**src/hw/rtl/sgs_pkg.sv**
```systemverilog
// shared types, constants and gait set-point table for the servo gait sequencer
package sgs_pkg;

    localparam int SERVO_COUNT = 8;

    localparam logic [1:0] KIND_TICK = 2'd0;
    localparam logic [1:0] KIND_MODE = 2'd1;
    localparam logic [1:0] KIND_SET  = 2'd2;
    localparam logic [1:0] KIND_RAMP = 2'd3;

    localparam logic [2:0] MODE_REST = 3'd0;
    localparam logic [2:0] MODE_MAX  = 3'd4;

    localparam logic [1:0] REG_LONG_PHASE = 2'd0;
    localparam logic [1:0] REG_WATCHDOG   = 2'd1;
    localparam logic [1:0] REG_INVERT     = 2'd2;

    localparam logic [9:0]  LONG_PHASE_RST = 10'd220;
    localparam logic [11:0] WATCHDOG_RST   = 12'd2000;
    localparam logic [7:0]  INVERT_RST     = 8'd89;

    localparam logic [7:0]  STAND_ANGLE  = 8'd45;
    localparam logic [7:0]  ANGLE_MAX    = 8'd180;
    localparam logic [7:0]  INVERT_PIVOT = 8'd90;
    localparam logic [7:0]  RAMP_STEP    = 8'd3;
    localparam logic [3:0]  RAMP_PERIOD  = 4'd15;
    localparam logic [11:0] AGE_MAX      = 12'd4095;
    localparam logic [11:0] PULSE_MIN    = 12'd732;
    localparam logic [11:0] PULSE_SPAN   = 12'd2197;

    typedef struct packed {
        logic [9:0]  long_phase_ms;
        logic [11:0] watchdog_ms;
        logic [7:0]  invert_mask;
    } t_cfg;

    typedef struct packed {
        logic [2:0] ch;
        logic [7:0] ang;
    } t_gait_entry;

    typedef struct packed {
        logic [2:0] ch;
        logic [7:0] ang;
        logic [2:0] mode_now;
        logic       last;
    } t_wr_req;

    // indexed by {mode - 1, phase, write}
    localparam t_gait_entry GAIT_TABLE [64] = '{
        '{3'd5, 8'd25}, '{3'd7, 8'd65}, '{3'd0, 8'd70}, '{3'd3, 8'd70},
        '{3'd5, 8'd45}, '{3'd7, 8'd45}, '{3'd0, 8'd45}, '{3'd3, 8'd45},
        '{3'd4, 8'd65}, '{3'd6, 8'd25}, '{3'd1, 8'd20}, '{3'd2, 8'd20},
        '{3'd4, 8'd45}, '{3'd6, 8'd45}, '{3'd1, 8'd45}, '{3'd2, 8'd45},
        '{3'd4, 8'd25}, '{3'd6, 8'd65}, '{3'd1, 8'd70}, '{3'd2, 8'd70},
        '{3'd4, 8'd45}, '{3'd6, 8'd45}, '{3'd1, 8'd45}, '{3'd2, 8'd45},
        '{3'd5, 8'd65}, '{3'd7, 8'd25}, '{3'd0, 8'd20}, '{3'd3, 8'd20},
        '{3'd5, 8'd45}, '{3'd7, 8'd45}, '{3'd0, 8'd45}, '{3'd3, 8'd45},
        '{3'd5, 8'd30}, '{3'd4, 8'd60}, '{3'd0, 8'd70}, '{3'd1, 8'd70},
        '{3'd5, 8'd45}, '{3'd4, 8'd45}, '{3'd0, 8'd45}, '{3'd1, 8'd45},
        '{3'd6, 8'd60}, '{3'd7, 8'd30}, '{3'd2, 8'd20}, '{3'd3, 8'd20},
        '{3'd6, 8'd45}, '{3'd7, 8'd45}, '{3'd2, 8'd45}, '{3'd3, 8'd45},
        '{3'd6, 8'd30}, '{3'd7, 8'd60}, '{3'd2, 8'd70}, '{3'd3, 8'd70},
        '{3'd6, 8'd45}, '{3'd7, 8'd45}, '{3'd2, 8'd45}, '{3'd3, 8'd45},
        '{3'd5, 8'd60}, '{3'd4, 8'd30}, '{3'd0, 8'd20}, '{3'd1, 8'd20},
        '{3'd5, 8'd45}, '{3'd4, 8'd45}, '{3'd0, 8'd45}, '{3'd1, 8'd45}
    };

endpackage

```
**src/hw/rtl/sgs_if.sv**
```systemverilog
// command and servo-write channel interfaces
interface sgs_cmd_if;
    logic       valid;
    logic       ready;
    logic [1:0] kind;
    logic [2:0] mode;
    logic [2:0] channel;
    logic [7:0] angle;

    modport source (output valid, output kind, output mode, output channel, output angle,
                    input ready);
    modport sink   (input valid, input kind, input mode, input channel, input angle,
                    output ready);
endinterface

interface sgs_wr_if;
    logic        valid;
    logic        ready;
    logic [2:0]  servo_channel;
    logic [7:0]  servo_angle;
    logic [11:0] pulse_us;
    logic [2:0]  mode_now;
    logic        last;

    modport source (output valid, output servo_channel, output servo_angle,
                    output pulse_us, output mode_now, output last, input ready);
    modport sink   (input valid, input servo_channel, input servo_angle,
                    input pulse_us, input mode_now, input last, output ready);
endinterface

```
**src/hw/rtl/sgs_cfg.sv**
```systemverilog
// apb configuration registers
module sgs_cfg (
    input  logic               i_clk,
    input  logic               i_rst_n,
    input  logic               i_psel,
    input  logic               i_penable,
    input  logic               i_pwrite,
    input  logic [3:0]         i_paddr,
    input  logic [31:0]        i_pwdata,
    output logic [31:0]        o_prdata,
    output sgs_pkg::t_cfg      o_cfg
);

    sgs_pkg::t_cfg r_cfg;

    always_ff @(posedge i_clk) begin
        if (!i_rst_n) begin
            r_cfg.long_phase_ms <= sgs_pkg::LONG_PHASE_RST;
            r_cfg.watchdog_ms   <= sgs_pkg::WATCHDOG_RST;
            r_cfg.invert_mask   <= sgs_pkg::INVERT_RST;
        end else if (i_psel && i_penable && i_pwrite) begin
            case (i_paddr[3:2])
                sgs_pkg::REG_LONG_PHASE: r_cfg.long_phase_ms <= i_pwdata[9:0];
                sgs_pkg::REG_WATCHDOG:   r_cfg.watchdog_ms   <= i_pwdata[11:0];
                sgs_pkg::REG_INVERT:     r_cfg.invert_mask   <= i_pwdata[7:0];
                default: ;
            endcase
        end
    end

    always_comb begin
        case (i_paddr[3:2])
            sgs_pkg::REG_LONG_PHASE: o_prdata = {22'd0, r_cfg.long_phase_ms};
            sgs_pkg::REG_WATCHDOG:   o_prdata = {20'd0, r_cfg.watchdog_ms};
            sgs_pkg::REG_INVERT:     o_prdata = {24'd0, r_cfg.invert_mask};
            default:                 o_prdata = 32'd0;
        endcase
    end

    assign o_cfg = r_cfg;

endmodule

```
**src/hw/rtl/sgs_writer.sv**
```systemverilog
// shared servo write unit: inversion, clamp, pulse width and output register
module sgs_writer (
    input  logic              i_clk,
    input  logic              i_rst_n,
    input  sgs_pkg::t_cfg     i_cfg,
    input  logic              i_req_valid,
    output logic              o_req_ready,
    input  sgs_pkg::t_wr_req  i_req,
    sgs_wr_if.source          o_wr
);

    // floor(y / 45) = (y * RECIP_45) >> 23 for y below 2**17
    localparam logic [17:0] RECIP_45 = 18'd186414;

    logic        r_s1_valid;
    logic [2:0]  r_s1_ch;
    logic [7:0]  r_s1_f;
    logic [18:0] r_s1_x;
    logic [2:0]  r_s1_mode;
    logic        r_s1_last;

    logic        r_out_valid;
    logic [2:0]  r_out_ch;
    logic [7:0]  r_out_f;
    logic [11:0] r_out_pulse;
    logic [2:0]  r_out_mode;
    logic        r_out_last;

    logic        w_out_free;
    logic        w_s1_move;
    logic        w_take;
    logic [7:0]  w_f;
    logic [18:0] w_x;
    logic [34:0] w_prod;
    logic [11:0] w_pulse;

    assign w_out_free  = !r_out_valid || o_wr.ready;
    assign w_s1_move   = r_s1_valid && w_out_free;
    assign o_req_ready = !r_s1_valid || w_s1_move;
    assign w_take      = i_req_valid && o_req_ready;

    always_comb begin
        if (i_cfg.invert_mask[i_req.ch]) begin
            w_f = (i_req.ang >= sgs_pkg::INVERT_PIVOT) ? 8'd0 : sgs_pkg::INVERT_PIVOT - i_req.ang;
        end else begin
            w_f = i_req.ang;
        end
        if (w_f > sgs_pkg::ANGLE_MAX) begin
            w_f = sgs_pkg::ANGLE_MAX;
        end
    end

    assign w_x = {11'd0, w_f} * {7'd0, sgs_pkg::PULSE_SPAN};

    // angle*2197/180 as (x/4)/45
    assign w_prod  = {18'd0, r_s1_x[18:2]} * {17'd0, RECIP_45};
    assign w_pulse = sgs_pkg::PULSE_MIN + w_prod[34:23];

    always_ff @(posedge i_clk) begin
        if (!i_rst_n) begin
            r_s1_valid  <= 1'b0;
            r_out_valid <= 1'b0;
        end else begin
            if (w_take) begin
                r_s1_valid <= 1'b1;
            end else if (w_s1_move) begin
                r_s1_valid <= 1'b0;
            end
            if (w_s1_move) begin
                r_out_valid <= 1'b1;
            end else if (o_wr.ready) begin
                r_out_valid <= 1'b0;
            end
        end
    end

    always_ff @(posedge i_clk) begin
        if (w_take) begin
            r_s1_ch   <= i_req.ch;
            r_s1_f    <= w_f;
            r_s1_x    <= w_x;
            r_s1_mode <= i_req.mode_now;
            r_s1_last <= i_req.last;
        end
        if (w_s1_move) begin
            r_out_ch    <= r_s1_ch;
            r_out_f     <= r_s1_f;
            r_out_pulse <= w_pulse;
            r_out_mode  <= r_s1_mode;
            r_out_last  <= r_s1_last;
        end
    end

    assign o_wr.valid         = r_out_valid;
    assign o_wr.servo_channel = r_out_ch;
    assign o_wr.servo_angle   = r_out_f;
    assign o_wr.pulse_us      = r_out_pulse;
    assign o_wr.mode_now      = r_out_mode;
    assign o_wr.last          = r_out_last;

endmodule

```
**src/hw/rtl/sgs_seq.sv**
```systemverilog
// command sequencer: gait, ramp and watchdog state, issues servo writes one at a time
module sgs_seq (
    input  logic              i_clk,
    input  logic              i_rst_n,
    input  sgs_pkg::t_cfg     i_cfg,
    sgs_cmd_if.sink           i_cmd,
    output logic              o_req_valid,
    input  logic              i_req_ready,
    output sgs_pkg::t_wr_req  o_req
);

    localparam logic [1:0] ST_IDLE   = 2'd0;
    localparam logic [1:0] ST_DECODE = 2'd1;
    localparam logic [1:0] ST_PLAN   = 2'd2;
    localparam logic [1:0] ST_ISSUE  = 2'd3;

    localparam logic [1:0] JOB_NONE   = 2'd0;
    localparam logic [1:0] JOB_PHASE  = 2'd1;
    localparam logic [1:0] JOB_RAMP   = 2'd2;
    localparam logic [1:0] JOB_SINGLE = 2'd3;

    // ceil(d / 10) = ((d + 9) * RECIP_10) >> 14 for d + 9 up to 1032
    localparam logic [10:0] RECIP_10  = 11'd1639;
    localparam logic [10:0] ROUND_ADD = 11'd9;
    localparam logic [10:0] DUR_MIN   = 11'd10;
    localparam logic [10:0] DUR_MAX   = 11'd1020;
    localparam logic [9:0]  ELAPSED_LIMIT = 10'd1020;

    localparam int N = sgs_pkg::SERVO_COUNT;

    logic [1:0]  r_state, n_state;
    logic [1:0]  r_job, n_job;
    logic [1:0]  r_kind;
    logic [2:0]  r_cmd_mode;
    logic [2:0]  r_cmd_ch;
    logic [7:0]  r_cmd_ang;
    logic [2:0]  r_mode, n_mode;
    logic [1:0]  r_phase, n_phase;
    logic [9:0]  r_elapsed, n_elapsed;
    logic [7:0]  r_angle [N];
    logic [7:0]  n_angle [N];
    logic        r_ramp_active, n_ramp_active;
    logic [7:0]  r_ramp_target, n_ramp_target;
    logic [3:0]  r_ramp_timer, n_ramp_timer;
    logic [11:0] r_age, n_age;
    logic [N-1:0] r_mask, n_mask;
    logic [1:0]  r_k, n_k;
    logic [10:0] r_dur;

    logic        w_accept;
    logic [9:0]  w_d;
    logic [10:0] w_d9;
    logic [21:0] w_dprod;
    logic [10:0] w_dur_raw;
    logic [10:0] w_dur;
    logic [10:0] w_el;
    logic [3:0]  w_timer;
    logic [2:0]  w_mode_m1;
    logic [2:0]  w_ch;
    logic [7:0]  w_a;
    logic [7:0]  w_step;
    logic [N-1:0] w_sel;
    sgs_pkg::t_gait_entry w_entry;

    assign w_accept    = (r_state == ST_IDLE) && i_cmd.valid;
    assign i_cmd.ready = (r_state == ST_IDLE);

    // phase length, registered from settled phase and long phase setting
    always_comb begin
        w_d       = r_phase[0] ? {1'b0, i_cfg.long_phase_ms[9:1]} : i_cfg.long_phase_ms;
        w_d9      = {1'b0, w_d} + ROUND_ADD;
        w_dprod   = {11'd0, w_d9} * {11'd0, RECIP_10};
        w_dur_raw = {4'd0, w_dprod[20:14]} * 11'd10;
        if (w_dur_raw < DUR_MIN) begin
            w_dur = DUR_MIN;
        end else if (w_dur_raw > DUR_MAX) begin
            w_dur = DUR_MAX;
        end else begin
            w_dur = w_dur_raw;
        end
    end

    // lowest pending ramp channel
    always_comb begin
        w_ch = 3'd0;
        for (int c = N - 1; c >= 0; c--) begin
            if (r_mask[c]) begin
                w_ch = 3'(c);
            end
        end
        w_sel = N'(1) << w_ch;
        w_a   = r_angle[w_ch];
        if (w_a < r_ramp_target) begin
            w_step = (r_ramp_target - w_a > sgs_pkg::RAMP_STEP) ?
                     w_a + sgs_pkg::RAMP_STEP : r_ramp_target;
        end else begin
            w_step = (w_a - r_ramp_target > sgs_pkg::RAMP_STEP) ?
                     w_a - sgs_pkg::RAMP_STEP : r_ramp_target;
        end
    end

    assign w_mode_m1 = r_mode - 3'd1;
    assign w_entry   = sgs_pkg::GAIT_TABLE[{w_mode_m1[1:0], r_phase, r_k}];
    assign w_el      = {1'b0, r_elapsed} + 11'd1;
    assign w_timer   = r_ramp_timer + 4'd1;

    always_comb begin
        n_state       = r_state;
        n_job         = r_job;
        n_mode        = r_mode;
        n_phase       = r_phase;
        n_elapsed     = r_elapsed;
        n_angle       = r_angle;
        n_ramp_active = r_ramp_active;
        n_ramp_target = r_ramp_target;
        n_ramp_timer  = r_ramp_timer;
        n_age         = r_age;
        n_mask        = r_mask;
        n_k           = r_k;
        o_req_valid   = 1'b0;
        o_req         = '0;

        case (r_state)
            ST_IDLE: begin
                if (i_cmd.valid) begin
                    n_state = ST_DECODE;
                end
            end

            ST_DECODE: begin
                n_job = JOB_NONE;
                n_k   = 2'd0;
                if (r_kind == sgs_pkg::KIND_TICK) begin
                    n_age = (r_age != sgs_pkg::AGE_MAX) ? r_age + 12'd1 : r_age;
                    if (r_mode != sgs_pkg::MODE_REST && n_age > i_cfg.watchdog_ms) begin
                        n_mode        = sgs_pkg::MODE_REST;
                        n_phase       = 2'd0;
                        n_elapsed     = 10'd0;
                        n_ramp_target = sgs_pkg::STAND_ANGLE;
                        n_ramp_active = 1'b1;
                        n_ramp_timer  = 4'd0;
                        n_job         = JOB_RAMP;
                    end else begin
                        if (r_mode != sgs_pkg::MODE_REST) begin
                            if (w_el >= r_dur) begin
                                n_phase   = r_phase + 2'd1;
                                n_elapsed = 10'd0;
                                n_job     = JOB_PHASE;
                            end else begin
                                n_elapsed = w_el[9:0];
                            end
                        end
                        // a ramp only runs while standing, so never with a phase change
                        if (r_ramp_active) begin
                            if (w_timer >= sgs_pkg::RAMP_PERIOD) begin
                                n_ramp_timer = 4'd0;
                                n_job        = JOB_RAMP;
                            end else begin
                                n_ramp_timer = w_timer;
                            end
                        end
                    end
                end else begin
                    n_age = 12'd0;
                    case (r_kind)
                        sgs_pkg::KIND_MODE: begin
                            if (r_cmd_mode <= sgs_pkg::MODE_MAX && r_cmd_mode != r_mode) begin
                                n_mode    = r_cmd_mode;
                                n_phase   = 2'd0;
                                n_elapsed = 10'd0;
                                if (r_cmd_mode != sgs_pkg::MODE_REST) begin
                                    n_ramp_active = 1'b0;
                                    n_ramp_timer  = 4'd0;
                                    n_job         = JOB_PHASE;
                                end
                            end
                        end
                        sgs_pkg::KIND_SET: begin
                            n_mode        = sgs_pkg::MODE_REST;
                            n_phase       = 2'd0;
                            n_elapsed     = 10'd0;
                            n_ramp_active = 1'b0;
                            n_ramp_timer  = 4'd0;
                            n_job         = JOB_SINGLE;
                        end
                        default: begin
                            n_mode        = sgs_pkg::MODE_REST;
                            n_phase       = 2'd0;
                            n_elapsed     = 10'd0;
                            n_ramp_target = r_cmd_ang;
                            n_ramp_active = 1'b1;
                            n_ramp_timer  = 4'd0;
                            n_job         = JOB_RAMP;
                        end
                    endcase
                end
                case (n_job)
                    JOB_NONE: n_state = ST_IDLE;
                    JOB_RAMP: n_state = ST_PLAN;
                    default:  n_state = ST_ISSUE;
                endcase
            end

            ST_PLAN: begin
                for (int c = 0; c < N; c++) begin
                    n_mask[c] = (r_angle[c] != r_ramp_target);
                end
                if (n_mask == '0) begin
                    n_ramp_active = 1'b0;
                    n_state       = ST_IDLE;
                end else begin
                    n_state = ST_ISSUE;
                end
            end

            ST_ISSUE: begin
                o_req_valid    = 1'b1;
                o_req.mode_now = r_mode;
                case (r_job)
                    JOB_PHASE: begin
                        o_req.ch   = w_entry.ch;
                        o_req.ang  = w_entry.ang;
                        o_req.last = (r_k == 2'd3);
                    end
                    JOB_RAMP: begin
                        o_req.ch   = w_ch;
                        o_req.ang  = w_step;
                        o_req.last = ((r_mask & ~w_sel) == '0);
                    end
                    default: begin
                        o_req.ch   = r_cmd_ch;
                        o_req.ang  = r_cmd_ang;
                        o_req.last = 1'b1;
                    end
                endcase
                if (i_req_ready) begin
                    n_angle[o_req.ch] = o_req.ang;
                    n_k               = r_k + 2'd1;
                    n_mask            = r_mask & ~w_sel;
                    if (o_req.last) begin
                        n_state = ST_IDLE;
                    end
                end
            end

            default: begin
                n_state = ST_IDLE;
            end
        endcase
    end

    always_ff @(posedge i_clk) begin
        if (!i_rst_n) begin
            r_state       <= ST_IDLE;
            r_job         <= JOB_NONE;
            r_mode        <= sgs_pkg::MODE_REST;
            r_phase       <= 2'd0;
            r_elapsed     <= 10'd0;
            r_ramp_active <= 1'b0;
            r_ramp_target <= sgs_pkg::STAND_ANGLE;
            r_ramp_timer  <= 4'd0;
            r_age         <= 12'd0;
            r_mask        <= '0;
            r_k           <= 2'd0;
            for (int c = 0; c < N; c++) begin
                r_angle[c] <= sgs_pkg::STAND_ANGLE;
            end
        end else begin
            r_state       <= n_state;
            r_job         <= n_job;
            r_mode        <= n_mode;
            r_phase       <= n_phase;
            r_elapsed     <= n_elapsed;
            r_ramp_active <= n_ramp_active;
            r_ramp_target <= n_ramp_target;
            r_ramp_timer  <= n_ramp_timer;
            r_age         <= n_age;
            r_mask        <= n_mask;
            r_k           <= n_k;
            r_angle       <= n_angle;
        end
    end

    always_ff @(posedge i_clk) begin
        r_dur <= w_dur;
        if (w_accept) begin
            r_kind     <= i_cmd.kind;
            r_cmd_mode <= i_cmd.mode;
            r_cmd_ch   <= i_cmd.channel;
            r_cmd_ang  <= i_cmd.angle;
        end
    end

    a_ramp_only_standing: assert property (@(posedge i_clk) disable iff (!i_rst_n)
        r_ramp_active |-> r_mode == sgs_pkg::MODE_REST)
        else $error("ramp active while walking");

    a_elapsed_bound: assert property (@(posedge i_clk) disable iff (!i_rst_n)
        r_elapsed < ELAPSED_LIMIT)
        else $error("phase elapsed beyond longest phase");

    a_accept_decodes: assert property (@(posedge i_clk) disable iff (!i_rst_n)
        w_accept |=> r_state == ST_DECODE)
        else $error("accepted word not decoded");

    a_last_ends_item: assert property (@(posedge i_clk) disable iff (!i_rst_n)
        (o_req_valid && i_req_ready && o_req.last) |=> r_state == ST_IDLE)
        else $error("sequencer busy after final write");

endmodule

```
**src/hw/rtl/servo_gait_sequencer.sv**
```systemverilog
// top level of the eight-channel servo gait sequencer
// Each command word (1 ms tick, mode request, channel set, ramp all) is accepted only while
// the sequencer is idle. It decodes the word in a decode state, plans a ramp step in a
// planning state, then issues one servo write per cycle to the shared write unit while that
// unit is ready: four writes for a gait phase, one for a channel set, none for a plain tick and
// up to eight for a ramp step that moves all eight channels. The write unit computes the
// inverted, clamped angle and its pulse width in two stages (scaling product, then a
// reciprocal product for the divide by 180) and holds each result word in an output
// register, so the next command can be taken while the last writes drain. Output back
// pressure stalls the sequencer one write at a time. Configuration sits on an APB port
// at byte addresses 0, 4 and 8 and must only change while no results are pending.
module servo_gait_sequencer (
    input  logic        i_clk,
    input  logic        i_rst_n,
    sgs_cmd_if.sink     i_cmd,
    sgs_wr_if.source    o_wr,
    input  logic        psel,
    input  logic        penable,
    input  logic        pwrite,
    input  logic [3:0]  paddr,
    input  logic [31:0] pwdata,
    output logic [31:0] prdata,
    output logic        pready
);

    sgs_pkg::t_cfg    w_cfg;
    sgs_pkg::t_wr_req w_req;
    logic             w_req_valid;
    logic             w_req_ready;

    assign pready = 1'b1;

    sgs_cfg u_cfg (
        .i_clk     (i_clk),
        .i_rst_n   (i_rst_n),
        .i_psel    (psel),
        .i_penable (penable),
        .i_pwrite  (pwrite),
        .i_paddr   (paddr),
        .i_pwdata  (pwdata),
        .o_prdata  (prdata),
        .o_cfg     (w_cfg)
    );

    sgs_seq u_seq (
        .i_clk       (i_clk),
        .i_rst_n     (i_rst_n),
        .i_cfg       (w_cfg),
        .i_cmd       (i_cmd),
        .o_req_valid (w_req_valid),
        .i_req_ready (w_req_ready),
        .o_req       (w_req)
    );

    sgs_writer u_writer (
        .i_clk       (i_clk),
        .i_rst_n     (i_rst_n),
        .i_cfg       (w_cfg),
        .i_req_valid (w_req_valid),
        .o_req_ready (w_req_ready),
        .i_req       (w_req),
        .o_wr        (o_wr)
    );

endmodule
```
**src/flat_wrapper.sv**
```systemverilog
// flat-port wrapper written by rule: the top's interface ports become plain ports
module servo_gait_sequencer_flat 
  (i_clk, i_rst_n, psel, penable, pwrite, paddr, pwdata, prdata, pready, i_cmd_valid, i_cmd_kind, i_cmd_mode, i_cmd_channel, i_cmd_angle, i_cmd_ready, o_wr_valid, o_wr_servo_channel, o_wr_servo_angle, o_wr_pulse_us, o_wr_mode_now, o_wr_last, o_wr_ready);
  sgs_cmd_if i_cmd_i ();
  sgs_wr_if o_wr_i ();
  input  logic i_clk;
  input  logic i_rst_n;
  input  logic psel;
  input  logic penable;
  input  logic pwrite;
  input  logic [3:0] paddr;
  input  logic [31:0] pwdata;
  output logic [31:0] prdata;
  output logic pready;
  input wire logic [$bits(i_cmd_i.valid)-1:0] i_cmd_valid;
  input wire logic [$bits(i_cmd_i.kind)-1:0] i_cmd_kind;
  input wire logic [$bits(i_cmd_i.mode)-1:0] i_cmd_mode;
  input wire logic [$bits(i_cmd_i.channel)-1:0] i_cmd_channel;
  input wire logic [$bits(i_cmd_i.angle)-1:0] i_cmd_angle;
  output wire logic [$bits(i_cmd_i.ready)-1:0] i_cmd_ready;
  output wire logic [$bits(o_wr_i.valid)-1:0] o_wr_valid;
  output wire logic [$bits(o_wr_i.servo_channel)-1:0] o_wr_servo_channel;
  output wire logic [$bits(o_wr_i.servo_angle)-1:0] o_wr_servo_angle;
  output wire logic [$bits(o_wr_i.pulse_us)-1:0] o_wr_pulse_us;
  output wire logic [$bits(o_wr_i.mode_now)-1:0] o_wr_mode_now;
  output wire logic [$bits(o_wr_i.last)-1:0] o_wr_last;
  input wire logic [$bits(o_wr_i.ready)-1:0] o_wr_ready;
  assign i_cmd_i.valid = i_cmd_valid;
  assign i_cmd_i.kind = i_cmd_kind;
  assign i_cmd_i.mode = i_cmd_mode;
  assign i_cmd_i.channel = i_cmd_channel;
  assign i_cmd_i.angle = i_cmd_angle;
  assign i_cmd_ready = i_cmd_i.ready;
  assign o_wr_valid = o_wr_i.valid;
  assign o_wr_servo_channel = o_wr_i.servo_channel;
  assign o_wr_servo_angle = o_wr_i.servo_angle;
  assign o_wr_pulse_us = o_wr_i.pulse_us;
  assign o_wr_mode_now = o_wr_i.mode_now;
  assign o_wr_last = o_wr_i.last;
  assign o_wr_i.ready = o_wr_ready;
  servo_gait_sequencer u_core (.i_clk(i_clk), .i_rst_n(i_rst_n), .i_cmd(i_cmd_i), .o_wr(o_wr_i), .psel(psel), .penable(penable), .pwrite(pwrite), .paddr(paddr), .pwdata(pwdata), .prdata(prdata), .pready(pready));
endmodule
```
**config.mk**
```make
export PLATFORM = sky130hd
export DESIGN_NAME = servo_gait_sequencer_flat
export DESIGN_NICKNAME = d
export VERILOG_FILES = /design/src/hw/rtl/sgs_pkg.sv /design/src/hw/rtl/sgs_if.sv /design/src/hw/rtl/sgs_cfg.sv /design/src/hw/rtl/sgs_writer.sv /design/src/hw/rtl/sgs_seq.sv /design/src/hw/rtl/servo_gait_sequencer.sv /design/src/flat_wrapper.sv
export SDC_FILE = /design/constraint.sdc
export NUM_CORES = 1
export LEC_CHECK = 0
export BUFFER_PORTS_ARGS = -buffer_cell sky130_fd_sc_hd__buf_2
export CAP_MARGIN = 20
export CORE_UTILIZATION = 35
export CTS_CLUSTER_DIAMETER = 50
export DETAILED_ROUTE_END_ITERATION = 16
export HOLD_SLACK_MARGIN = 0.12
export SYNTH_ARGS = -nofsm -noshare
export SYNTH_HDL_FRONTEND = slang
export SYNTH_SLANG_ARGS = --single-unit
```
**constraint.sdc**
```tcl
create_clock -name i_clk -period 9.5 [get_ports i_clk]
set_clock_uncertainty 0.1 [all_clocks]
set_input_delay 2.85 -clock i_clk [delete_from_list [all_inputs] [get_ports i_clk]]
set_output_delay 2.85 -clock i_clk [all_outputs]
set_load 0.05 [all_outputs]
```
After elaboration in Yosys (flattened, before gate mapping):

Memory sizes are Yosys's and may differ from the RTL's.
Cells that the tools add are included.

* $add $sub $neg: 13
* $mul: 4
* order comparisons: 16
* equality and inequality tests: 35
* shifts and indexed selects: 1
* mux-type cells: 92
* bitwise operators: 5
* reductions and logical operators: 40

Operators with widths (count)
* $mux W8: 13
* $mux W10: 8
* $bwmux W64: 1
* $ne A8 B8 Y1: 8
* $mux W3: 12
* $pmux W12 S3: 1
* $mul A17 B17 Y34 const B: 1
* $mux W11: 3
* $mux W2: 16
* $mux W4: 7
* $bmux W8 S3: 1
* $demux W8 S3: 1
* $mux W12: 2
* $pmux W11 S2: 1
* $mul A11 B11 Y21 const B: 1
* $mul A8 B12 Y19 const B: 1
* $gt A8 B2 Y1 const B: 2
* $logic_not A8 Y1: 2
* $mux W1: 16
* $pmux W8 S2: 1
* $sub A8 B8 Y8: 2
* $mux W15: 1
* $eq A2 B2 Y1 const B: 7
* $add A10 B12 Y12 const A: 1
* other kinds (51): 97

* register bits: 238
* bits in read-only memories: 704
* input bits: 59
* output and inout bits: 62
* word-level logic and storage cells: 247
* memories: 1

Memories
* (no name shown): words 64, bits a word 11, read ports 1, clocked after memory_dff 0, wr ports 0, RTL line sgs_seq.sv:103 `assign w_entry = sgs_pkg::GAIT_TABLE[{w_mode_m1[1:0], r_phase, r_k}];`

Longest topological paths before layout:

Gate-level depths: netlist (run 1).

* word-level depth: 25
* depth in mapped cells: 50
* gate-level depth less buffers: 48

By module:

A second synthesis (run 1) with hierarchy kept.

* cell total of the unflattened synthesis: 2524
* area total of the unflattened synthesis: 22630.5 um2

By module, submodules not included
* sgs_seq: times used 1, cells each 1561, area an instance 12614.6 um2, sequential area each 3042.9 um2
* sgs_writer: times used 1, cells each 777, area an instance 8381.8 um2, sequential area each 1811.7 um2
* sgs_cfg: times used 1, cells each 184, area an instance 1622.8 um2, sequential area each 600.6 um2
* servo_gait_sequencer: times used 1, cells each 2, area an instance 11.3 um2, sequential area each 0.0 um2

Worst setup path after synthesis (run 1):

Ideal clock, no wire load.

* path type: register to register
* from: reg u_core.u_seq.r_mask[3]
* to: reg u_core.u_writer.r_s1_x[18], data pin
* setup time: 261 ps
* arrival time: 9515 ps
* setup slack: -376 ps
* cell stages (with the launch flop): 49
* path buffers: 4
* period minus slack after synthesis: 9876 ps
* path through: dfxtp_1 buf_4 nor2_2 a211o_4 buf_2 mux2_1 a221o_1 o22ai_1 or2_2 inv_2 ha_1 clkbuf_1 or2_2 a21oi_1 a21oi_1 xor2_1 or2_2 mux2_2 (+13 left out) fa_1 inv_1 fa_1 inv_1 ha_1 inv_1 o21bai_1 a21oi_1 nor2b_1 o21a_1 nor2_1 o21bai_1 a21oi_1 nor2b_1 o21ai_0 o21bai_1 a21oi_1 xnor2_1

* cells in the longest elaborated chain, start to end: 21
* elaborated cells between the ends (all ways): 30

Ends and longest elaborated chain
* start: declaration: RTL line sgs_seq.sv:46 `logic [N-1:0] r_mask, n_mask;`
* start signal: assignment: RTL line sgs_seq.sv:278 `r_mask <= n_mask;`
* $mux W3 * (4 in series): RTL line sgs_seq.sv:87 `if (r_mask[c]) begin`
* $not A3 Y4 (not written as such): RTL line sgs_seq.sv:92 `w_a = r_angle[w_ch];`
* $bmux W8 S3: RTL line sgs_seq.sv:92
* $mux W8 (not written as such) (2 in series): RTL line sgs_seq.sv:92
* $sub A8 B8 Y8, on equally long branches: RTL line sgs_seq.sv:97, sgs_seq.sv:94
* $gt A8 B2 Y1, on equally long branches: RTL line sgs_seq.sv:97, sgs_seq.sv:94
* $mux W8, on equally long branches: RTL line sgs_seq.sv:97, sgs_seq.sv:94
* $mux W8: RTL line sgs_seq.sv:93 `if (w_a < r_ramp_target) begin`
* (+3 left out)
* $sub A7 B8 Y8 / $ge A8 B7 Y1 (equally long branches): RTL line sgs_writer.sv:44 `w_f = (i_req.ang >= sgs_pkg::INVERT_PIVOT) ? 8'd0 : sgs_pkg::INVERT_PIVOT - i_req.ang;`
* $mux W8: RTL line sgs_writer.sv:44
* $mux W8 *: RTL line sgs_writer.sv:43 `if (i_cfg.invert_mask[i_req.ch]) begin`
* $gt A8 B8 Y1: RTL line sgs_writer.sv:48 `if (w_f > sgs_pkg::ANGLE_MAX) begin`
* $mux W8 *: RTL line sgs_writer.sv:48
* via u_core.u_writer.w_f[6]: RTL line sgs_writer.sv:32 `logic [7:0] w_f;`
* $mul A8 B12 Y19 *: RTL line sgs_writer.sv:53 `assign w_x = {11'd0, w_f} * {7'd0, sgs_pkg::PULSE_SPAN};`
* via u_core.u_writer.w_x[18]: RTL line sgs_writer.sv:33 `logic [18:0] w_x;`
* end signal: assignment: RTL line sgs_writer.sv:81 `r_s1_x <= w_x;`
* end: declaration: RTL line sgs_writer.sv:18 `logic [18:0] r_s1_x;`

The timed path passes the listed nets; every way through them passes the cells marked *. The select of a mux whose other input is x is not followed.
A chain may end at the register's enable or synchronous reset.

Worst setup path in the final report (run 1):

* from: reg u_core.u_seq.r_mask[3]
* to: reg u_core.u_writer.r_s1_x[18], data pin

* cells in the longest elaborated chain, start to end: 21
* elaborated cells between the ends (all ways): 30

Ends and longest elaborated chain
* $mux W3 * (4 in series): RTL line sgs_seq.sv:87
* $not A3 Y4 (not written as such): RTL line sgs_seq.sv:92
* $bmux W8 S3: RTL line sgs_seq.sv:92
* $mux W8 (not written as such) (2 in series): RTL line sgs_seq.sv:92
* $sub A8 B8 Y8, on equally long branches: RTL line sgs_seq.sv:97, sgs_seq.sv:94
* $gt A8 B2 Y1, on equally long branches: RTL line sgs_seq.sv:97, sgs_seq.sv:94
* $mux W8, on equally long branches: RTL line sgs_seq.sv:97, sgs_seq.sv:94
* $mux W8: RTL line sgs_seq.sv:93
* (+2 left out)
* $mux W15 *: RTL line sgs_seq.sv:123 `case (r_state)`
* $sub A7 B8 Y8 / $ge A8 B7 Y1 (equally long branches): RTL line sgs_writer.sv:44
* $mux W8: RTL line sgs_writer.sv:44
* $mux W8 *: RTL line sgs_writer.sv:43
* $gt A8 B8 Y1: RTL line sgs_writer.sv:48
* $mux W8 *: RTL line sgs_writer.sv:48
* $mul A8 B12 Y19 *: RTL line sgs_writer.sv:53
* via u_core.u_writer.w_x[18]: RTL line sgs_writer.sv:33

Marks and branches as above.

==> results.json, run 1 <==
{
  "status": "completed",
  "path_max_fanout": 8,
  "dr.pass1.iters": 5,
  "htree_levels": 2,
  "power.internal_uw": 4780,
  "seqPwrFrac_pct": 14.9,
  "path_buf_inv": 12,
  "synth_ff_type": "dfxtp_1",
  "synthMuxAreaShare_pct": 3.92,
  "slowest_delay_ps": 570,
  "synth_cell_types": 91,
  "yosys_warnings": 0,
  "ios": 121,
  "cap_violations": 0,
  "dp_cells": 3399,
  "nNetsFinal": 3120,
  "grt_pass1_vias": 17900,
  "layout_min_cycle_time_ps": 9300,
  "fin_ws_ps": 201,
  "place_ws_ps": -431,
  "synthArstFlopShare_pct": 0,
  "comb_power_share_pct": 69.2,
  "synth_top_area_share_pct": 17.1,
  "synth_compound_area_share_pct": 14.5,
  "grt_pass1_wl_um": 92900,
  "port_buffers": 77,
  "cp_data_required_time_ps": 9680,
  "syn2layout_area_growth_pct": 20.3,
  "worst_pin_slew_ps": 1010,
  "final_cells": 3491,
  "crit_family": "compound AO/OA/AOI/OAI gates",
  "routed_wl_um": 59500,
  "drc": 0,
  "place_congestion": 0.907,
  "synth_edf_count": 75,
  "crit_path_start": "u_core.u_seq.r_mask[3]",
  "clockPowerShare_pct": 15.8,
  "yosysSeqAreaShare_pct": 24.8,
  "ys_top_cells_by_count": "301 x ha_1, 298 x inv_1, 210 x nand2_1",
  "clk_latency_ps": 550,
  "cts_root_buf": "clkbuf_16",
  "period_share_pct": 97.9,
  "numCtsBuffers": 36,
  "hold_buffers": 0,
  "track_usage_pct": 18.2,
  "start_util_pct": 35.5,
  "powerDensity_nw_per_um2": 323,
  "final-hold-violation-count": 0,
  "dr_total_vias": 18000,
  "yosysMostFrequentCell": "ha_1",
  "rsz0062_at_grt": "true",
  "hold_class": "reg -> reg",
  "synth_xor_area_share_pct": 5.65,
  "avgSynthCellArea_um2": 9.19,
  "synth_area_um2": 22000,
  "synth_cells": 2395,
  "whs_ps": 293,
  "die_width_um": 253,
  "avgViaCountPerCell": 5.16,
  "hold_start": "u_core.u_writer.r_s1_ch[1]",
  "cts.path.max_buffers": 3,
  "critPathSlowestCell": "or4_4",
  "slew_headroom_pct": 32.1,
  "synth_simple_gate_area_share_pct": 14.2,
  "leakage_uw": 0.0122,
  "cts.sinks": 235,
  "p_sw_share_pct": 44.1,
  "globalRouteOverflowTotal": 0,
  "reg2reg_from": "u_core.u_seq.r_mask[3]",
  "clkTransAtPathRegs_ps": 60,
  "synth_top_family_by_area": "adder cells",
  "dpl.hpwl_um": 46100,
  "setup_viol": 0,
  "antenna_found_initial": 4,
  "peakVddDrop_mv": 0.216,
  "coreArea_um2": 61900,
  "arrival_ps": 9480,
  "fp-row-count": 91,
  "slew_violations": 0,
  "switchingPower_uw": 3770,
  "synth_fa_ha_area_share_pct": 29.3,
  "grt_max_degree": 82,
  "ant_nets": 0,
  "drive_gt1_share_pct": 18.6,
  "die_h_um": 253,
  "synth_top_cell_by_area": "ha_1",
  "synth-seq-cells": 235,
  "cts_tree": "done",
  "crit_path_start_kind": "flop",
  "crit_top_cell": "buf_4",
  "drt_iter0_markers": 1164,
  "critPathKind": "reg -> reg",
  "synth_area_leaders": "ha_1 17%, dfxtp_1 15%, fa_1 12%",
  "end_kind": "flop",
  "max_freq_mhz": 108,
  "avgRoutedWirePerCell_um": 17.0,
  "floorplan.die_area_um2": 63900
}
==> power by group through the flow <==
| stage | logic [uW] | registers, uW | clock network, uW |
|---|---|---|---|
| floorplan | 3680 | 1300 | 0 |
| global placement | 5230 | 1300 | 0 |
| detailed placement | 5320 | 1300 | 0 |
| CTS | 5420 | 1280 | 1390 |
| global route | 6580 | 1280 | 1430 |
| finish | 5920 | 1280 | 1350 |
==> timing repair <==
item | CTS | global route
setup buffers | 1 | 26
pin swaps | 4 | 64
setup endpoints to repair | 6 | 13
gates resized for setup | 16 | 123
==> logic make-up (layout without fill, tap and decap cells) <==
logic type	Yosys count	after routing
simple gates	632	632
compound gates	453	453
fa+ha+maj	435	435
other cells	2	23
xor+xnor	142	142
flops	235	235
mux	82	82
buf+inv	414	652
==> metrics by stage <==
step | utilization, % | TNS, ps | instance area (um2) | total power [uW]
after floorplan | - | 0 | 22100 | 4980
after global placement | 39.4 | -575 | 24400 | 6520
after detailed placement | 39.4 | -1360 | 24400 | 6610
after CTS | 41.5 | 0 | 25700 | 8090
after global routing | 42.7 | -272 | 26500 | 9290
final | 42.7 | 0 | 26500 | 8550
==> layout by cell type (no fill, tap or decap), types with 22 or more instances in the layout <==
cell         n
a21boi_0    34
a21oi_1     78
and2_1      22
buf_2       76
buf_4      203
clkbuf_16   37
conb_1      22
dfxtp_1    158
edfxtp_1    75
fa_1       132
ha_1       285
inv_1      293
mux2i_1     65
nand2_1    210
nand3_1     44
nor2_1     106
nor2b_1     69
nor3_1      39
o211ai_1    24
o21a_1      28
o21ai_0     65
xnor2_1     92
xor2_1      50
==> layout make-up <==
class	count	area, um2
Timing Repair Buffer	287	2000
Tap cell	837	1050
Fill cell	6000	35500
Clock inverter	20	250
Sequential cell	235	5460
Multi-Input combinational cell	1766	15600
Clock buffer	45	966
Antenna cell	1	2.50
Inverter	300	1130
==> layer usage <==
metal / share of wire [%] / GRT usage [%]
met1: 45 / 24.1
met2: 47 / 30.2
met3: 5.6 / 3.26
met4: 2.5 / 5.35
met5: 0.042 / 0
==> registers in the layout, indices dropped and copies added, names as in the netlist, 4 cells and up <==
register,cells
u_core.u_cfg.o_cfg,30
u_core.u_seq.r_age,12
u_core.u_seq.r_angle,64
u_core.u_seq.r_cmd_ang,8
u_core.u_seq.r_dur,10
u_core.u_seq.r_elapsed,10
u_core.u_seq.r_mask,8
u_core.u_seq.r_ramp_target,8
u_core.u_seq.r_ramp_timer,4
u_core.u_writer.o_wr.pulse_us,12
u_core.u_writer.o_wr.servo_angle,8
u_core.u_writer.r_s1_f,8
u_core.u_writer.r_s1_x,17
==> path summary, 6_finish.rpt <==
check | endpoint | slack (ps) | cells past startpoint
worst max-delay path | u_core.u_writer.r_s1_x[18] | 200 | 45
worst min register to register | u_core.u_writer.o_wr.servo_channel[1] | 290 | 0
worst max register to register | u_core.u_writer.r_s1_x[18] | 200 | 45
worst min-delay path | u_core.u_writer.o_wr.servo_channel[1] | 290 | 0
Note: power is estimated with default switching activity, not from simulation.
==> run 2: changes to the inputs <==
ABC_AREA = 1   (was default)
CORE_UTILIZATION = 45   (was 35)
SYNTH_HIERARCHICAL = 1   (was default)
==> run 2 against run 1 <==
  * Final area is 0.84% lower
  * Total power is 23% higher
  * Critical path depth is 10 higher
  * Non-clock buffer count is 150 lower
  * Area after synthesis is 7.4% higher
  * Combinational power is 33% higher
  * Worst setup slack better by 360 ps
  * Critical path type unchanged
  * Largest power group unchanged
==> results.json, run 2 <==
{
  "grt_max_degree": 76,
  "multi_input_area_um2": 15600,
  "synth_xor_area_share_pct": 4.49,
  "peakVddDrop_mv": 0.536,
  "drc": 0,
  "layout_min_cycle_time_ps": 8940,
  "avgViaCountPerCell": 5.18,
  "num_antenna_cells": 0,
  "cts_root_buf": "clkbuf_16",
  "critPathKind": "reg -> reg",
  "hold_class": "reg -> reg",
  "cp.depth": 55,
  "crit_path_start": "u_core/u_seq/r_mask[2]",
  "setup_viol": 0,
  "cts_tree": "done",
  "max_freq_mhz": 112,
  "slew_headroom_pct": 33.6,
  "reg2reg_from": "u_core/u_seq/r_mask[2]",
  "yosys_warnings": 6,
  "clkTransAtPathRegs_ps": 60,
  "cap_violations": 0,
  "ant_nets": 0,
  "slew_violations": 0,
  "seqCellArea_um2": 5460,
  "floorplan.die_area_um2": 53400,
  "regMostFlops": "u_core/u_seq/r_angle",
  "port_buffers": 77,
  "synthArstFlopShare_pct": 0,
  "nNetsFinal": 3692,
  "status": "completed",
  "synth_ff_type": "dfxtp_1",
  "cts.path.max_buffers": 3,
  "yosysSeqAreaShare_pct": 23.1,
  "grt_pass1_wl_um": 102000,
  "start_util_pct": 45.8,
  "antenna_found_initial": 0,
  "arrival_ps": 9120,
  "final-hold-violation-count": 0,
  "synth_edf_count": 75,
  "period_share_pct": 94.1,
  "regToRegEndpoint": "u_core/u_writer/r_s1_x[15]",
  "place_congestion": 0.933,
  "r2r_setup_slack_ps": 560,
  "final_common_cell": "nand2_1",
  "final_core_util_pct": 50.8,
  "hold_depth": 0,
  "synth_area_um2": 23600,
  "die_width_um": 231,
  "ys_top_cells_by_count": "584 x nand2_1, 565 x inv_1, 303 x ha_1",
  "critPathSlowestCell": "fa_1",
  "coreArea_um2": 51600,
  "avgSynthCellArea_um2": 7.64,
  "crit_family": "adder cells",
  "synth_area_leaders": "ha_1 16%, dfxtp_1 14%, fa_1 11%",
  "endpoint": "u_core/u_writer/r_s1_x[15]",
  "die_h_um": 231,
  "synth_cell_types": 62,
  "synth_simple_gate_area_share_pct": 23.6,
  "ios": 121,
  "numCtsBuffers": 37,
  "synth_top_cell_by_area": "ha_1",
  "powerDensity_nw_per_um2": 402,
  "synth_top_family_by_area": "adder cells",
  "end_kind": "flop",
  "grt_pass1_vias": 20100,
  "dr_total_vias": 20200,
  "routed_wl_um": 62700,
  "cp_data_required_time_ps": 9680,
  "synthMuxAreaShare_pct": 0.212,
  "dr.pass1.iters": 5,
  "fin_ws_ps": 558,
  "crit_top_cell": "nand2_1",
  "avgRoutedWirePerCell_um": 16.1,
  "power_uw": 10500,
  "path_max_fanout": 11,
  "synth_compound_area_share_pct": 9.57,
  "clk_latency_ps": 550,
  "path_buf_inv": 9,
  "yosysMostFrequentCell": "nand2_1",
  "worst_pin_slew_ps": 986,
  "leakage_uw": 0.0129,
  "final_cell_mix": "580 x nand2_1, 563 x inv_1, 300 x ha_1",
  "place_ws_ps": 230,
  "synth_cells": 3091,
  "synth-seq-cells": 235,
  "fp-row-count": 83,
  "htree_levels": 2,
  "slowest_delay_ps": 480,
  "dpl.hpwl_um": 49400,
  "largest_reg_flops": 64,
  "fillCellCount": 5023,
  "track_usage_pct": 23.7,
  "drt_iter0_markers": 1327,
  "reg2reg_depth": 55,
  "synth_top_area_share_pct": 16.0,
  "globalRouteOverflowTotal": 0,
  "synth_fa_ha_area_share_pct": 27.4,
  "drive_gt1_share_pct": 11.6,
  "crit_path_start_kind": "flop",
  "cts.sinks": 235,
  "syn2layout_area_growth_pct": 11.1
}
[run 2: power breakdown]
group	internal [uW]	switching, uW
Combinational	2920	4980
Sequential	1250	49.7
Clock	835	506
Total	5010	5530
[run 2: routing by layer]
metal / part of all wire (%) / global-route usage [%]
met5: 0 / 0
met4: 3.2 / 8.13
met3: 5.7 / 3.62
met2: 47 / 40.3
met1: 44 / 30.7
[run 2: cell families (layout without fill, tap and decap cells)]
group	Yosys count	count (layout)
adder cells (fa/ha/maj)	437	437
AO/OA/AOI/OAI	396	396
other	3	22
AND/OR/NAND/NOR	1216	1217
buffers and inverters	678	791
multiplexers	5	5
XOR/XNOR	121	121
flip-flops	235	235
[run 2: cell type report]
class / instances / area share, %
sequential: 235 / 20.8
clock buffer: 46 / 3.81
inverter: 587 / 8.40
tap: 680 / 3.24
clock inverter: 21 / 0.811
timing repair buffer: 137 / 3.39
multi-input combinational: 2198 / 59.5
[run 2: worst reg2reg max path: cells and delay by family, from the launching register on]
kind	cells	cell delay, ps
compound gates	14	2030
fa+ha+maj	8	2550
xor+xnor	1	130
simple gates	23	2190
buf+inv	9	1290
flops	1	360
[run 2: through the flow]
step                      instances  cell area (um2)  setup TNS (ps)  hold WS, ps
after global routing           3904            26200            -153          319
after global placement         3828            24800               0          303
after floorplan                3110            23700               0          300
after detailed placement       3828            24800               0          305
after CTS                      3895            26000               0          316
final                          3904            26200               0          312
[run 2: worst min-delay path by stage]
stage,end,from
2_1_floorplan,u_core/u_writer/o_wr.last,u_core/u_writer/r_s1_last
3_3_place_gp,u_core/u_writer/o_wr.mode_now[0],u_core/u_writer/r_s1_mode[0]
3_5_place_dp,u_core/u_writer/o_wr.servo_channel[1],u_core/u_writer/r_s1_ch[1]
4_1_cts,u_core/u_writer/o_wr.last,u_core/u_writer/r_s1_last
5_1_grt,u_core/u_writer/o_wr.last,u_core/u_writer/r_s1_last
6_report,u_core/u_writer/o_wr.servo_angle[1],u_core/u_writer/r_s1_f[1]
[run 2: timing repair]
| item | 4_1_cts | 5_1_grt |
|---|---|---|
| buffers inserted | 0 | 5 |
| hold buffers | 0 | 0 |
| resized for setup | 0 | 32 |
| setup endpoints to repair | 0 | 12 |
==> run 3: changes to the inputs <==
CORE_ASPECT_RATIO = 1.4   (was default)
CTS_CLUSTER_SIZE = 8   (was default)
==> run 3 against run 2 <==
  * Clock-buffer cell count grew 13
  * Non-clock buffer count grew 3
  * Total power grew 0.43%
  * Maximum frequency grew 1.1%
  * Register-to-register slack gained 100 ps
  * Sequential share of layout area grew 0.078 points
  * Wire length grew 2.5%
  * Via count grew 0.19%
  * Flip-flop and latch count is the same
  * Sequential power is essentially flat
  * Combinational power grew 0.9%
  * Worst hold slack lost 3.9 ps
  * Critical path type unchanged
  * Largest power group unchanged
  * Highest routed layer is now met5
==> results.json, run 3 (synthesis results as in run 2) <==
{
  "dpl.hpwl_um": 51900,
  "nNetsFinal": 3695,
  "critPathSlowestCell": "fa_1",
  "cts.sinks": 235,
  "slew_headroom_pct": 35.1,
  "slew_violations": 0,
  "globalRouteOverflowTotal": 0,
  "grt_max_degree": 71,
  "numCtsBuffers": 38,
  "largest_reg_flops": 64,
  "comb_power_share_pct": 75.3,
  "setup_viol": 0,
  "powerDensity_nw_per_um2": 405,
  "floorplan.die_area_um2": 53400,
  "final_common_cell": "nand2_1",
  "dr.pass1.iters": 5,
  "drive_gt1_share_pct": 11.2,
  "fin_setup_tns_ps": 0,
  "dr_total_vias": 20300,
  "final_core_util_pct": 50.2,
  "seqPwrFrac_pct": 12.3,
  "grt_pass1_wl_um": 103000,
  "max_freq_mhz": 113,
  "peakVddDrop_mv": 0.437,
  "rsz0062_at_grt": "false",
  "cap_violations": 0,
  "clk_latency_ps": 560,
  "antenna_found_initial": 4,
  "crit_top_cell": "nand2_1",
  "path_max_fanout": 47,
  "leakage_uw": 0.0129,
  "slowest_delay_ps": 490,
  "coreArea_um2": 52000,
  "layout_min_cycle_time_ps": 8840,
  "die_width_um": 196,
  "syn2layout_area_growth_pct": 10.6,
  "cts.path.max_buffers": 3,
  "power_uw": 10600,
  "drt_iter0_markers": 792,
  "final-hold-violation-count": 0,
  "period_share_pct": 93.1,
  "arrival_ps": 9040,
  "r2r_setup_slack_ps": 660,
  "grt_pass1_vias": 20800,
  "port_buffers": 77,
  "die_h_um": 273,
  "hold_class": "reg -> reg",
  "status": "completed",
  "path_buf_inv": 9,
  "place_ws_ps": 244,
  "ios": 121,
  "hold_buffers": 0,
  "worst_pin_slew_ps": 970,
  "clkTransAtPathRegs_ps": 50,
  "place_congestion": 0.940,
  "end_kind": "flop",
  "crit_family": "simple AND/OR/NAND/NOR gates",
  "ant_nets": 0,
  "track_usage_pct": 24.4,
  "regMostFlops": "u_core/u_seq/r_angle",
  "cts_tree": "done",
  "num_antenna_cells": 0,
  "avgRoutedWirePerCell_um": 16.6,
  "crit_path_start_kind": "flop",
  "clockPowerShare_pct": 12.4,
  "p_sw_share_pct": 52.7,
  "avgViaCountPerCell": 5.22,
  "routed_wl_um": 64300,
  "switchingPower_uw": 5580,
  "cts_root_buf": "clkbuf_16",
  "fp-row-count": 99,
  "start_util_pct": 45.4,
  "cp_data_required_time_ps": 9700,
  "drc": 0,
  "fin_ws_ps": 659,
  "critPathKind": "reg -> reg",
  "htree_levels": 2,
  "final_cell_mix": "582 x nand2_1, 563 x inv_1, 302 x ha_1",
  "power.internal_uw": 5010
}
[run 3: cell count changes in the layout (fill, tap and decap cells not counted), moves of 3 or more]
cell / before / now
buf_4: 56 / 60
bufinv_16: 3 / 0
clkbuf_1: 6 / 15
clkinv_2: 5 / 1
clkinvlp_4: 5 / 0
inv_6: 5 / 0
nand2_4: 16 / 12
nor2_1: 196 / 200
nor2_4: 10 / 6
[run 3: path summary, 6_finish.rpt]
path,start,endpoint,cells past startpoint
setup / recovery,u_core/u_seq/r_mask[2],u_core/u_writer/r_s1_x[18],52
hold / removal,u_core/u_writer/r_s1_f[3],u_core/u_writer/o_wr.servo_angle[3],0
setup reg to reg,u_core/u_seq/r_mask[2],u_core/u_writer/r_s1_x[18],52
hold reg to reg,u_core/u_writer/r_s1_f[3],u_core/u_writer/o_wr.servo_angle[3],0
[run 3: metal layers]
metal	track usage (%)	share of wire [%]	wire, um
met2	47.3	53	33900
met5	0	0.053	34
met3	4.27	4.6	2940
met1	25.4	38	24600
met4	10.7	4.5	2890
[run 3: power groups by stage]
| stage | Sequential [uW] | Combinational (uW) | Clock, uW |
|---|---|---|---|
| after detailed placement | 1320 | 7770 | 0 |
| after CTS | 1300 | 7840 | 1350 |
| final | 1300 | 7970 | 1310 |
| after floorplan | 1310 | 5980 | 0 |
| after global routing | 1310 | 9060 | 1380 |
| after global placement | 1320 | 7580 | 0 |
[run 3: stage by stage]
step | instance area, um2 | cells | hold WS [ps]
floorplan | 23700 | 3110 | 300
global placement | 24800 | 3805 | 306
detailed placement | 24800 | 3805 | 306
CTS | 26000 | 3869 | 317
global route | 26100 | 3879 | 321
finish | 26100 | 3879 | 308
[run 3: layout make-up]
type	instances	area, um2
Multi-Input combinational cell	2197	15600
Fill cell	5122	25900
Timing Repair Buffer	140	878
Inverter	587	2210
Clock buffer	59	1110
Sequential cell	235	5460
Tap cell	656	821
Clock inverter	5	70.1
[run 3: repair_timing]
action                                  CTS  global route
endpoints found under the setup margin    0            12
buffers inserted                          0             9
gates resized for setup                   0            24
